## config.mk

```make
export PLATFORM = sky130hd
export DESIGN_NAME = fixed_step_waypoint_advance_flat
export DESIGN_NICKNAME = d
export VERILOG_FILES = /design/src/hw/rtl/fswa_pkg.sv /design/src/hw/rtl/fswa_if.sv /design/src/hw/rtl/fixed_step_waypoint_advance.sv /design/src/hw/rtl/fswa_dp.sv /design/src/hw/rtl/fswa_ctrl.sv /design/src/flat_wrapper.sv
export VERILOG_INCLUDE_DIRS = /design/src /design/src/hw/rtl
export SDC_FILE = /design/constraint.sdc
export NUM_CORES = 2
export LEC_CHECK = 0
export ABC_AREA = 1
export BUFFER_PORTS_ARGS = -buffer_cell sky130_fd_sc_hd__buf_2
export CAP_MARGIN = 0
export CORE_MARGIN = 3
export CORE_UTILIZATION = 40
export CTS_CLUSTER_DIAMETER = 100
export CTS_CLUSTER_SIZE = 10
export DETAILED_ROUTE_END_ITERATION = 8
export GPL_TIMING_DRIVEN = 0
export PLACE_DENSITY = 0.64
export SETUP_SLACK_MARGIN = 0.4
export SLEW_MARGIN = 20
export SYNTH_ARGS = -nofsm -noshare
export SYNTH_HDL_FRONTEND = slang
export SYNTH_SLANG_ARGS = --single-unit
```

## constraint.sdc

```tcl
create_clock -name clk -period 12.1 [get_ports clk]
set_input_delay 2.42 -clock clk [delete_from_list [all_inputs] [get_ports clk]]
set_output_delay 2.42 -clock clk [all_outputs]
set_load 0.005 [all_outputs]
```

## src/hw/rtl/assert_macros.svh

```systemverilog
// Assertion macros used by the controller of the waypoint advance block.
// Checks compile away when SYNTHESIS is defined.
`ifndef ASSERT_MACROS_SVH
`define ASSERT_MACROS_SVH
`ifndef SYNTHESIS
// Property must hold on every edge outside reset
`define ASSERT_CLK(lbl, clk, rst_n, prop, msg) \
	lbl: assert property (@(posedge clk) disable iff (!rst_n) (prop)) else $error(msg);
// Expression must never be true outside reset
`define ASSERT_NEVER(lbl, clk, rst_n, expr, msg) \
	lbl: assert property (@(posedge clk) disable iff (!rst_n) !(expr)) else $error(msg);
`else
`define ASSERT_CLK(lbl, clk, rst_n, prop, msg)
`define ASSERT_NEVER(lbl, clk, rst_n, expr, msg)
`endif
`endif

```

## src/hw/rtl/fswa_pkg.sv

```systemverilog
// Package for the fixed-step waypoint advance block: widths, register
// indexes, controller states and the command/status structs. No dependencies.
`default_nettype none
package fswa_pkg;
	localparam int COORD_W   = 32;
	localparam int FRAC_BITS = 16;
	localparam int DIST_W    = 20;
	localparam int FIT_W     = 31;
	localparam int SQ_W      = 2 * FIT_W + 1;
	localparam int ROOT_STEPS = (SQ_W + 1) / 2;
	localparam int ROOT_IDX_W = $clog2(ROOT_STEPS);
	localparam int D_W       = ROOT_STEPS;
	localparam int NUM_W     = FIT_W + DIST_W + 1;
	localparam int M_W       = DIST_W + 2;
	localparam int CNT_W     = $clog2(NUM_W);
	localparam int REG_IDX_W = 2;

	localparam logic [DIST_W-1:0] STEP_RESET =
		DIST_W'((((64'd1) << FRAC_BITS) * 2 + 5) / 10);
	localparam logic [DIST_W-1:0] RADIUS_RESET =
		DIST_W'((((64'd1) << FRAC_BITS) + 5) / 10);

	localparam logic [REG_IDX_W-1:0] REG_TARGET_X       = 2'd0;
	localparam logic [REG_IDX_W-1:0] REG_TARGET_Y       = 2'd1;
	localparam logic [REG_IDX_W-1:0] REG_STEP_LENGTH    = 2'd2;
	localparam logic [REG_IDX_W-1:0] REG_ARRIVAL_RADIUS = 2'd3;

	typedef logic signed [COORD_W-1:0] coord_t;
	typedef logic signed [COORD_W:0]   diff_t;
	typedef logic        [COORD_W:0]   mag_t;
	typedef logic        [DIST_W-1:0]  dist_t;

	typedef enum logic [2:0] {
		CMD_NONE, CMD_LOAD, CMD_TDIFF, CMD_ABS, CMD_SQX, CMD_SQY, CMD_SUM_R,
		CMD_RSTEP
	} cmd_a_t;

	typedef enum logic [4:0] {
		OP_NONE, OP_LOAD, OP_TDIFF, OP_ABS, OP_SQX, OP_SQY, OP_SUM_R, OP_RSTEP,
		OP_SHIFT, OP_ROOT_INIT, OP_ROOT, OP_MULS, OP_NUM, OP_DIV, OP_APPLY,
		OP_COPY, OP_EMIT
	} op_t;

	typedef enum logic [4:0] {
		S_IDLE, S_W_ABS, S_W_SQX, S_W_SQY, S_W_SUM, S_W_CMP,
		S_T_DIFF, S_T_ABS, S_T_SQX, S_T_SQY, S_T_SUM, S_T_CMPA, S_T_RSTEP,
		S_T_CMPS, S_COPY, S_SHIFT, S_E_SQX, S_E_SQY, S_E_SUM, S_ROOT_INIT,
		S_ROOT, S_MULS, S_NUM, S_DIV, S_APPLY, S_EMIT
	} state_t;

	typedef struct packed {
		op_t              op;
		logic             axis;
		logic [CNT_W-1:0] idx;
		logic             publish;
		logic             arrived;
	} cmd_t;

	typedef struct packed {
		logic lt;
		logic gt;
		logic wide;
	} status_t;
endpackage
`default_nettype wire

```

## src/hw/rtl/fswa_if.sv

```systemverilog
// Valid/ready channel interfaces for position words in and waypoint words out.
// Depends on fswa_pkg.
`default_nettype none
interface fswa_pos_if;
	import fswa_pkg::*;
	logic   valid;
	logic   ready;
	coord_t position_x;
	coord_t position_y;
	modport source(output valid, position_x, position_y, input ready);
	modport sink(input valid, position_x, position_y, output ready);
endinterface

interface fswa_wp_if;
	import fswa_pkg::*;
	logic   valid;
	logic   ready;
	logic   publish;
	coord_t waypoint_east;
	coord_t waypoint_north;
	logic   arrived;
	modport source(output valid, publish, waypoint_east, waypoint_north, arrived, input ready);
	modport sink(input valid, publish, waypoint_east, waypoint_north, arrived, output ready);
endinterface
`default_nettype wire

```

## src/hw/rtl/fixed_step_waypoint_advance.sv

```systemverilog
// Top level of the fixed-step waypoint advance block: controller plus datapath.
// Depends on fswa_pkg, fswa_if, fswa_ctrl and fswa_dp.
//
// Channel    Dir  Handshake     Word
// position   in   valid/ready   position_x, position_y (signed Q16.16)
// waypoint   out  valid/ready   publish, waypoint_east, waypoint_north, arrived
// cfg        in   cfg_we        cfg_index, cfg_data (no read-back)
//
// A tick that finds the robot not near the waypoint emits an unpublished word;
// else it marks arrival within the arrival radius, copies the target when it
// lies within one step, or shifts the offset into range, takes a square root
// and runs two serial divides through one multiplier. One tick is in flight at
// a time; the result register lets a new position be taken while the last
// waypoint word waits, and the next tick holds in its emit state until it goes.
// Reset is asynchronous; no clearing pass is needed.
`default_nettype none
module fixed_step_waypoint_advance (
	input  wire logic                           clk,
	input  wire logic                           arst_n,
	fswa_pos_if.sink                            position,
	fswa_wp_if.source                           waypoint,
	input  wire logic                           cfg_we,
	input  wire logic [fswa_pkg::REG_IDX_W-1:0] cfg_index,
	input  wire logic [fswa_pkg::COORD_W-1:0]   cfg_data
);
	import fswa_pkg::*;

	cmd_t    cmd;
	status_t status;

	fswa_ctrl u_ctrl (
		.clk       (clk),
		.arst_n    (arst_n),
		.in_valid  (position.valid),
		.in_ready  (position.ready),
		.out_valid (waypoint.valid),
		.out_ready (waypoint.ready),
		.status    (status),
		.cmd       (cmd)
	);

	fswa_dp u_dp (
		.clk         (clk),
		.arst_n      (arst_n),
		.cfg_we      (cfg_we),
		.cfg_index   (cfg_index),
		.cfg_data    (cfg_data),
		.cmd         (cmd),
		.status      (status),
		.pos_x       (position.position_x),
		.pos_y       (position.position_y),
		.out_publish (waypoint.publish),
		.out_east    (waypoint.waypoint_east),
		.out_north   (waypoint.waypoint_north),
		.out_arrived (waypoint.arrived)
	);
endmodule
`default_nettype wire

```

## src/hw/rtl/fswa_dp.sv

```systemverilog
// Datapath: configuration registers, waypoint state, shared multiplier,
// bit-serial square root and restoring divider. Depends on fswa_pkg.
`default_nettype none
module fswa_dp (
	input  wire logic                        clk,
	input  wire logic                        arst_n,
	input  wire logic                        cfg_we,
	input  wire logic [fswa_pkg::REG_IDX_W-1:0] cfg_index,
	input  wire logic [fswa_pkg::COORD_W-1:0] cfg_data,
	input  wire fswa_pkg::cmd_t              cmd,
	output fswa_pkg::status_t                status,
	input  wire fswa_pkg::coord_t            pos_x,
	input  wire fswa_pkg::coord_t            pos_y,
	output logic                             out_publish,
	output fswa_pkg::coord_t                 out_east,
	output fswa_pkg::coord_t                 out_north,
	output logic                             out_arrived
);
	import fswa_pkg::*;

	coord_t target_x_q, target_y_q, next_east_q, next_north_q, px_q, py_q;
	dist_t  step_q, radius_q;
	diff_t  dx_q, dy_q;
	mag_t   ax_q, ay_q;
	logic   sx_q, sy_q;
	logic [SQ_W-1:0]   acc_q, rr_q, prod_q, root_q;
	logic [D_W-1:0]    d_q;
	logic [NUM_W-1:0]  num_q;
	logic [D_W-1:0]    rem_q;

	logic [FIT_W-1:0]   mul_a, mul_b;
	logic [2*FIT_W-1:0] mul_p;
	logic [SQ_W-1:0]    root_bit, root_try;
	logic [D_W:0]       rem_sh;
	logic               rem_ge;
	logic [M_W-1:0]     m_val;
	logic signed [COORD_W+1:0] app_sum;
	coord_t             app_sat, app_pos;
	logic               app_neg;
	logic               far;

	// Configuration writes
	always_ff @(posedge clk or negedge arst_n) begin
		if (!arst_n) begin
			target_x_q <= '0;
			target_y_q <= '0;
			step_q     <= STEP_RESET;
			radius_q   <= RADIUS_RESET;
		end else if (cfg_we) begin
			case (cfg_index)
				REG_TARGET_X:       target_x_q <= cfg_data;
				REG_TARGET_Y:       target_y_q <= cfg_data;
				REG_STEP_LENGTH:    step_q     <= cfg_data[DIST_W-1:0];
				REG_ARRIVAL_RADIUS: radius_q   <= cfg_data[DIST_W-1:0];
				default: ;
			endcase
		end
	end

	// Shared multiplier operand select
	always_comb begin
		mul_a = ax_q[FIT_W-1:0];
		mul_b = ax_q[FIT_W-1:0];
		case (cmd.op)
			OP_SQY: begin
				mul_a = ay_q[FIT_W-1:0];
				mul_b = ay_q[FIT_W-1:0];
			end
			OP_SUM_R: begin
				mul_a = FIT_W'(radius_q);
				mul_b = FIT_W'(radius_q);
			end
			OP_RSTEP: begin
				mul_a = FIT_W'(step_q);
				mul_b = FIT_W'(step_q);
			end
			OP_MULS: begin
				mul_a = cmd.axis ? ay_q[FIT_W-1:0] : ax_q[FIT_W-1:0];
				mul_b = FIT_W'(step_q);
			end
			default: ;
		endcase
	end
	assign mul_p = mul_a * mul_b;

	// Square root and divider step terms
	assign root_bit = SQ_W'(1) << {cmd.idx[ROOT_IDX_W-1:0], 1'b0};
	assign root_try = root_q + root_bit;
	assign rem_sh   = {rem_q, num_q[NUM_W-1]};
	assign rem_ge   = rem_sh >= {1'b0, d_q};

	// Offset and saturated waypoint for the selected axis
	assign m_val   = num_q[M_W-1:0];
	assign app_neg = cmd.axis ? sy_q : sx_q;
	assign app_pos = cmd.axis ? py_q : px_q;
	assign app_sum = (COORD_W+2)'(app_pos) +
		(app_neg ? -(COORD_W+2)'(m_val) : (COORD_W+2)'(m_val));
	always_comb begin
		if (app_sum > $signed((COORD_W+2)'({1'b0, {(COORD_W-1){1'b1}}})))
			app_sat = {1'b0, {(COORD_W-1){1'b1}}};
		else if (app_sum < -$signed((COORD_W+2)'({1'b1, {(COORD_W-1){1'b0}}})))
			app_sat = {1'b1, {(COORD_W-1){1'b0}}};
		else
			app_sat = app_sum[COORD_W-1:0];
	end

	// Main datapath registers
	always_ff @(posedge clk) begin
		case (cmd.op)
			OP_LOAD: begin
				px_q <= pos_x;
				py_q <= pos_y;
				dx_q <= (COORD_W+1)'(next_east_q) - (COORD_W+1)'(pos_x);
				dy_q <= (COORD_W+1)'(next_north_q) - (COORD_W+1)'(pos_y);
			end
			OP_TDIFF: begin
				dx_q <= (COORD_W+1)'(target_x_q) - (COORD_W+1)'(px_q);
				dy_q <= (COORD_W+1)'(target_y_q) - (COORD_W+1)'(py_q);
			end
			OP_ABS: begin
				ax_q <= dx_q[COORD_W] ? mag_t'(-dx_q) : mag_t'(dx_q);
				ay_q <= dy_q[COORD_W] ? mag_t'(-dy_q) : mag_t'(dy_q);
				sx_q <= dx_q[COORD_W];
				sy_q <= dy_q[COORD_W];
			end
			OP_SQX:   acc_q  <= SQ_W'(mul_p);
			OP_SQY:   prod_q <= SQ_W'(mul_p);
			OP_SUM_R: begin
				acc_q <= acc_q + prod_q;
				rr_q  <= SQ_W'(mul_p);
			end
			OP_RSTEP: rr_q <= SQ_W'(mul_p);
			OP_SHIFT: begin
				ax_q <= ax_q >> 1;
				ay_q <= ay_q >> 1;
			end
			OP_ROOT_INIT: root_q <= '0;
			OP_ROOT: begin
				if (acc_q >= root_try) begin
					acc_q  <= acc_q - root_try;
					root_q <= (root_q >> 1) + root_bit;
				end else begin
					root_q <= root_q >> 1;
				end
			end
			OP_MULS: begin
				prod_q <= SQ_W'(mul_p);
				d_q    <= (root_q == '0) ? D_W'(1) : root_q[D_W-1:0];
			end
			OP_NUM: begin
				num_q <= prod_q[NUM_W-1:0] + NUM_W'(d_q >> 1);
				rem_q <= '0;
			end
			OP_DIV: begin
				rem_q <= rem_ge ? D_W'(rem_sh - {1'b0, d_q}) : rem_sh[D_W-1:0];
				num_q <= {num_q[NUM_W-2:0], rem_ge};
			end
			default: ;
		endcase
	end

	// Waypoint state and result word
	always_ff @(posedge clk or negedge arst_n) begin
		if (!arst_n) begin
			next_east_q  <= '0;
			next_north_q <= '0;
		end else if (cmd.op == OP_APPLY) begin
			if (cmd.axis)
				next_north_q <= app_sat;
			else
				next_east_q <= app_sat;
		end else if (cmd.op == OP_COPY) begin
			next_east_q  <= target_x_q;
			next_north_q <= target_y_q;
		end
	end

	always_ff @(posedge clk) begin
		if (cmd.op == OP_EMIT) begin
			out_publish <= cmd.publish;
			out_arrived <= cmd.arrived;
			out_east    <= next_east_q;
			out_north   <= next_north_q;
		end
	end

	// Status back to the controller
	assign far         = (|ax_q[COORD_W:DIST_W]) || (|ay_q[COORD_W:DIST_W]);
	assign status.lt   = !far && (acc_q < rr_q);
	assign status.gt   = far || (acc_q > rr_q);
	assign status.wide = (|ax_q[COORD_W:FIT_W]) || (|ay_q[COORD_W:FIT_W]);
endmodule
`default_nettype wire

```

## src/hw/rtl/fswa_ctrl.sv

```systemverilog
// Controller: sequences the datapath per tick and owns the handshakes.
// Depends on fswa_pkg and assert_macros.svh.
`default_nettype none
`include "assert_macros.svh"
module fswa_ctrl (
	input  wire logic          clk,
	input  wire logic          arst_n,
	input  wire logic          in_valid,
	output logic               in_ready,
	output logic               out_valid,
	input  wire logic          out_ready,
	input  wire fswa_pkg::status_t status,
	output fswa_pkg::cmd_t     cmd
);
	import fswa_pkg::*;

	state_t           state_q, state_d;
	logic [CNT_W-1:0] cnt_q, cnt_d;
	logic             axis_q, axis_d, pub_q, pub_d, arr_q, arr_d, out_valid_q;

	// Next state
	always_comb begin
		state_d = state_q;
		cnt_d   = cnt_q;
		axis_d  = axis_q;
		pub_d   = pub_q;
		arr_d   = arr_q;
		case (state_q)
			S_IDLE:   if (in_valid) state_d = S_W_ABS;
			S_W_ABS:  state_d = S_W_SQX;
			S_W_SQX:  state_d = S_W_SQY;
			S_W_SQY:  state_d = S_W_SUM;
			S_W_SUM:  state_d = S_W_CMP;
			S_W_CMP: begin
				pub_d = 1'b0;
				arr_d = 1'b0;
				state_d = status.lt ? S_T_DIFF : S_EMIT;
			end
			S_T_DIFF: state_d = S_T_ABS;
			S_T_ABS:  state_d = S_T_SQX;
			S_T_SQX:  state_d = S_T_SQY;
			S_T_SQY:  state_d = S_T_SUM;
			S_T_SUM:  state_d = S_T_CMPA;
			S_T_CMPA: begin
				if (status.lt) begin
					arr_d   = 1'b1;
					state_d = S_EMIT;
				end else begin
					state_d = S_T_RSTEP;
				end
			end
			S_T_RSTEP: state_d = S_T_CMPS;
			S_T_CMPS:  state_d = status.gt ? S_SHIFT : S_COPY;
			S_COPY: begin
				pub_d   = 1'b1;
				state_d = S_EMIT;
			end
			S_SHIFT:     if (!status.wide) state_d = S_E_SQX;
			S_E_SQX:     state_d = S_E_SQY;
			S_E_SQY:     state_d = S_E_SUM;
			S_E_SUM:     state_d = S_ROOT_INIT;
			S_ROOT_INIT: begin
				cnt_d   = CNT_W'(ROOT_STEPS - 1);
				state_d = S_ROOT;
			end
			S_ROOT: begin
				cnt_d = cnt_q - 1'b1;
				if (cnt_q == '0) begin
					axis_d  = 1'b0;
					state_d = S_MULS;
				end
			end
			S_MULS: state_d = S_NUM;
			S_NUM: begin
				cnt_d   = CNT_W'(NUM_W - 1);
				state_d = S_DIV;
			end
			S_DIV: begin
				cnt_d = cnt_q - 1'b1;
				if (cnt_q == '0) state_d = S_APPLY;
			end
			S_APPLY: begin
				if (axis_q) begin
					pub_d   = 1'b1;
					state_d = S_EMIT;
				end else begin
					axis_d  = 1'b1;
					state_d = S_MULS;
				end
			end
			S_EMIT: if (!out_valid_q || out_ready) state_d = S_IDLE;
			default: state_d = S_IDLE;
		endcase
	end

	// Command outputs
	always_comb begin
		cmd         = '0;
		cmd.op      = OP_NONE;
		cmd.axis    = axis_q;
		cmd.idx     = cnt_q;
		cmd.publish = pub_q;
		cmd.arrived = arr_q;
		in_ready    = 1'b0;
		case (state_q)
			S_IDLE: begin
				in_ready = 1'b1;
				if (in_valid) cmd.op = OP_LOAD;
			end
			S_W_ABS, S_T_ABS: cmd.op = OP_ABS;
			S_W_SQX, S_T_SQX, S_E_SQX: cmd.op = OP_SQX;
			S_W_SQY, S_T_SQY, S_E_SQY: cmd.op = OP_SQY;
			S_W_SUM, S_T_SUM, S_E_SUM: cmd.op = OP_SUM_R;
			S_T_DIFF:    cmd.op = OP_TDIFF;
			S_T_RSTEP:   cmd.op = OP_RSTEP;
			S_COPY:      cmd.op = OP_COPY;
			S_SHIFT:     if (status.wide) cmd.op = OP_SHIFT;
			S_ROOT_INIT: cmd.op = OP_ROOT_INIT;
			S_ROOT:      cmd.op = OP_ROOT;
			S_MULS:      cmd.op = OP_MULS;
			S_NUM:       cmd.op = OP_NUM;
			S_DIV:       cmd.op = OP_DIV;
			S_APPLY:     cmd.op = OP_APPLY;
			S_EMIT:      if (!out_valid_q || out_ready) cmd.op = OP_EMIT;
			default:     cmd.op = OP_NONE;
		endcase
	end

	// State and output valid registers
	always_ff @(posedge clk or negedge arst_n) begin
		if (!arst_n) begin
			state_q     <= S_IDLE;
			cnt_q       <= '0;
			axis_q      <= 1'b0;
			pub_q       <= 1'b0;
			arr_q       <= 1'b0;
			out_valid_q <= 1'b0;
		end else begin
			state_q <= state_d;
			cnt_q   <= cnt_d;
			axis_q  <= axis_d;
			pub_q   <= pub_d;
			arr_q   <= arr_d;
			if (cmd.op == OP_EMIT)
				out_valid_q <= 1'b1;
			else if (out_ready)
				out_valid_q <= 1'b0;
		end
	end

	assign out_valid = out_valid_q;

	`ASSERT_CLK(a_accept_starts, clk, arst_n, (in_valid && in_ready) |=> (state_q == S_W_ABS), "accepted word did not start a tick")
	`ASSERT_NEVER(a_flags_excl, clk, arst_n, (cmd.op == OP_EMIT) && cmd.publish && cmd.arrived, "publish and arrived both set")
	`ASSERT_CLK(a_emit_valid, clk, arst_n, (cmd.op == OP_EMIT) |=> out_valid_q, "emitted word not presented")
endmodule
`default_nettype wire

```

## src/flat_wrapper.sv

```systemverilog
// flat-port wrapper written by rule: the top's interface ports become plain ports
module fixed_step_waypoint_advance_flat import fswa_pkg::*;
  (clk, arst_n, cfg_we, cfg_index, cfg_data, position_valid, position_position_x, position_position_y, position_ready, waypoint_valid, waypoint_publish, waypoint_waypoint_east, waypoint_waypoint_north, waypoint_arrived, waypoint_ready);
  fswa_pos_if position_i ();
  fswa_wp_if waypoint_i ();
  input  wire logic clk;
  input  wire logic arst_n;
  input  wire logic cfg_we;
  input  wire logic [fswa_pkg::REG_IDX_W-1:0] cfg_index;
  input  wire logic [fswa_pkg::COORD_W-1:0] cfg_data;
  input wire logic [$bits(position_i.valid)-1:0] position_valid;
  input wire logic [$bits(position_i.position_x)-1:0] position_position_x;
  input wire logic [$bits(position_i.position_y)-1:0] position_position_y;
  output wire logic [$bits(position_i.ready)-1:0] position_ready;
  output wire logic [$bits(waypoint_i.valid)-1:0] waypoint_valid;
  output wire logic [$bits(waypoint_i.publish)-1:0] waypoint_publish;
  output wire logic [$bits(waypoint_i.waypoint_east)-1:0] waypoint_waypoint_east;
  output wire logic [$bits(waypoint_i.waypoint_north)-1:0] waypoint_waypoint_north;
  output wire logic [$bits(waypoint_i.arrived)-1:0] waypoint_arrived;
  input wire logic [$bits(waypoint_i.ready)-1:0] waypoint_ready;
  assign position_i.valid = position_valid;
  assign position_i.position_x = position_position_x;
  assign position_i.position_y = position_position_y;
  assign position_ready = position_i.ready;
  assign waypoint_valid = waypoint_i.valid;
  assign waypoint_publish = waypoint_i.publish;
  assign waypoint_waypoint_east = waypoint_i.waypoint_east;
  assign waypoint_waypoint_north = waypoint_i.waypoint_north;
  assign waypoint_arrived = waypoint_i.arrived;
  assign waypoint_i.ready = waypoint_ready;
  fixed_step_waypoint_advance u_core (.clk(clk), .arst_n(arst_n), .position(position_i), .waypoint(waypoint_i), .cfg_we(cfg_we), .cfg_index(cfg_index), .cfg_data(cfg_data));
endmodule
```

==> run metrics <==
DRC 0; status completed; Sink Count 813; core area 246,600 µm²; Die Footprint 254,700 µm²; vias in the first global route 92,680; Most used DFF post-synth edfxtp_1; dominant cells by area after synthesis edfxtp_1 (19%), fa_1 (17%), nand2_1 (12%); CP most frequent cell fa_1; Chip Height 504.7 µm; drt initial violations 11,060; Critical Path Sink Type register; Distinct cells, synth 72; CP endpoint u_core.u_dp.acc_q[40]; clk_lat worst skew 780 ps; Worst Hold Class register to register; detailed placement HPWL 379,800 µm; routability-driven placement congestion ratio 1.078; critical path's slowest cell a21oi_1; setup repair bufs after CTS 0; remaining global-route overflow 0; root buffer cell clkbuf_16; CP max stage delay 850 ps; setup violators final 0; num rows 182; met1 usage 0.4503; Fmax 87.22 MHz; DP Worst Slack 562.8 ps; commonest cells in the netlist nand2_1 (3,144), inv_1 (2,305), nor2_1 (1,561), o21ai_0 (858), fa_1 (846); Setup Skew 58.35 ps; mean cell area of the mapped netlist 7.337 µm²; Port Buf Inserts 170; worst reg2reg startpoint u_core.u_ctrl.state_q[4]; I/O pin cnt 171; largest net degree at the start of global routing 83; maximum level of the CTS H-tree 3; Slew Limit Fails 0; hold depth 0; dpl cells 17,060; non-filler cells, final 17,220; Max-slew headroom 0.1338; nets@finish 15,530; reg2reg end u_core.u_dp.acc_q[40]; GR peak layer met2; clock slew at reported path FFs 60 ps; hold_buf cts 0; fin crit share 0.9475; final hold violations 0; Yosys top cell by area edfxtp_1; Hold Crit Start u_core.u_ctrl.arr_q; Post-synth EDFFs 630; drt via density 5.630; actual slew at the worst max-slew pin 1299 ps; gr usage total 0.3425; CTS tree done; Required @ worst endpoint 12,690 ps; met3 GRT Util 0.07186; wire per inst 26.08 µm; starting density of the core 0.4033; cells after synthesis 13,560; max-cap violations 0; crit path time final 11,460 ps; register area share after synthesis 0.2364; asr flop ratio synth 0.2251; PostCTS Resize Cnt 0; Max clock buf depth 3; GRT met2 Usage 0.5134; flip-flop and latch count after synthesis 813; synthesized cell area 99,460 µm²; crit path max fanout 21; layout cells sized above 1 0.05410; Inserted Clock Buffers 96; Die Wd 504.7 µm; Layout area overhead 8.315%; Setup CP Type register to register; DRT Wirelength 449,000 µm; CP startpoint u_core.u_ctrl.state_q[4]; r2r setup slk 640 ps; Final ANT Viol Nets 0; routed vias 96,930; Yosys top cell area share 0.1902; 1st-pass router iterations 9; Yosys warnings 0; first-pass GRT wire length 637,000 µm; unrepaired setup endpoints after global routing false; worst endpoint data arrival time 12,050 ps; Post-Synthesis Net Count 15,240; antenna violations before repair 19; final worst slack 635.1 ps; CP Launch Type register; cells on worst reg2reg path 35; most frequent cell after synthesis nand2_1
[flip-flops by register name (all words and copies together) (netlist names), 32 cells and up]
register                  cells
u_core.u_dp.acc_q            63
u_core.u_dp.ax_q             33
u_core.u_dp.ay_q             33
u_core.u_dp.d_q              32
u_core.u_dp.dx_q             33
u_core.u_dp.dy_q             33
u_core.u_dp.next_east_q      32
u_core.u_dp.next_north_q     32
u_core.u_dp.num_q            52
u_core.u_dp.out_east         32
u_core.u_dp.out_north        32
u_core.u_dp.prod_q           62
u_core.u_dp.px_q             32
u_core.u_dp.py_q             32
u_core.u_dp.rem_q            32
u_core.u_dp.root_q           63
u_core.u_dp.rr_q             62
u_core.u_dp.target_x_q       32
u_core.u_dp.target_y_q       32
[layout make-up]
cell class | instances | area (µm²)
tap | 3312 | 4144
buffer | 351 | 1632
timing repair buffer | 188 | 1314
fill | 25970 | 138900
clock inverter | 16 | 158.9
clock buffer | 140 | 2567
inverter | 2364 | 8886
sequential | 813 | 23520
antenna | 5 | 12.51
multi-input combinational | 10030 | 65500
[routing by layer]
| metal | vias up | part of all wire |
|---|---|---|
| met5 | - | 0.00017 |
| met1 | 46780 | 0.40 |
| met2 | 5099 | 0.42 |
| li1 | 43940 | - |
| met4 | 10 | 0.076 |
| met3 | 1112 | 0.10 |
[stage by stage]
step / hold slack [ps] / utilization / setup TNS, ps / cell area, µm²
floorplan: 424.4 / - / 0 / 99460
global placement: 461.2 / 0.4236 / -6606 / 104500
detailed placement: 450.8 / 0.4256 / 0 / 105000
CTS: 470.8 / 0.4367 / 0 / 107700
global route: 493.6 / 0.4368 / 0 / 107700
finish: 464.8 / 0.4368 / 0 / 107700
[layout by cell type, fill, tap and decap left out, types with 57 or more instances in the layout]
master,n
a21o_1,63
a21oi_1,808
buf_2,290
clkbuf_1,231
clkbuf_16,96
dfrtp_1,168
edfxtp_1,630
fa_1,846
ha_1,738
inv_1,2305
nand2_1,3140
nand3_1,796
nand4_1,121
nor2_1,1558
nor3_1,138
nor4_1,57
o21ai_0,856
o21bai_1,68
or2_2,155
xnor2_1,122
xor2_1,180
[critical path: cells and delay by family, from the launching register on]
kind	cells	cell delay, ps
buffers and inverters	8	1350
flip-flops	1	360
XOR/XNOR	1	580
AO/OA/AOI/OAI	4	1770
adder cells (fa/ha/maj)	9	4580
AND/OR/NAND/NOR	13	2620
[kinds of logic (layout without fill, tap and decap cells)]
kind of cell / after synthesis / after routing / synth area share
mux: 4 / 4 / 0.0004026
xor+xnor: 302 / 302 / 0.02659
other cells: 0 / 5 / 0
fa+ha+maj: 1584 / 1584 / 0.2631
flops: 813 / 813 / 0.2364
compound gates: 2040 / 2040 / 0.1125
simple gates: 6099 / 6099 / 0.2553
buf+inv: 2715 / 3059 / 0.1057
[worst min path at each step]
stage | end | slack [ps]
2_1_floorplan | u_core.u_dp.sy_q | 420
3_3_place_gp | u_core.u_dp.out_arrived | 460
3_5_place_dp | u_core.u_dp.out_arrived | 450
4_1_cts | u_core.u_dp.out_arrived | 470
5_1_grt | u_core.u_dp.out_arrived | 490
6_report | u_core.u_dp.out_arrived | 460
Power is left out: the tool's default activity adds up to more than one toggle a clock period on the data nets, which glitch-free logic cannot reach.
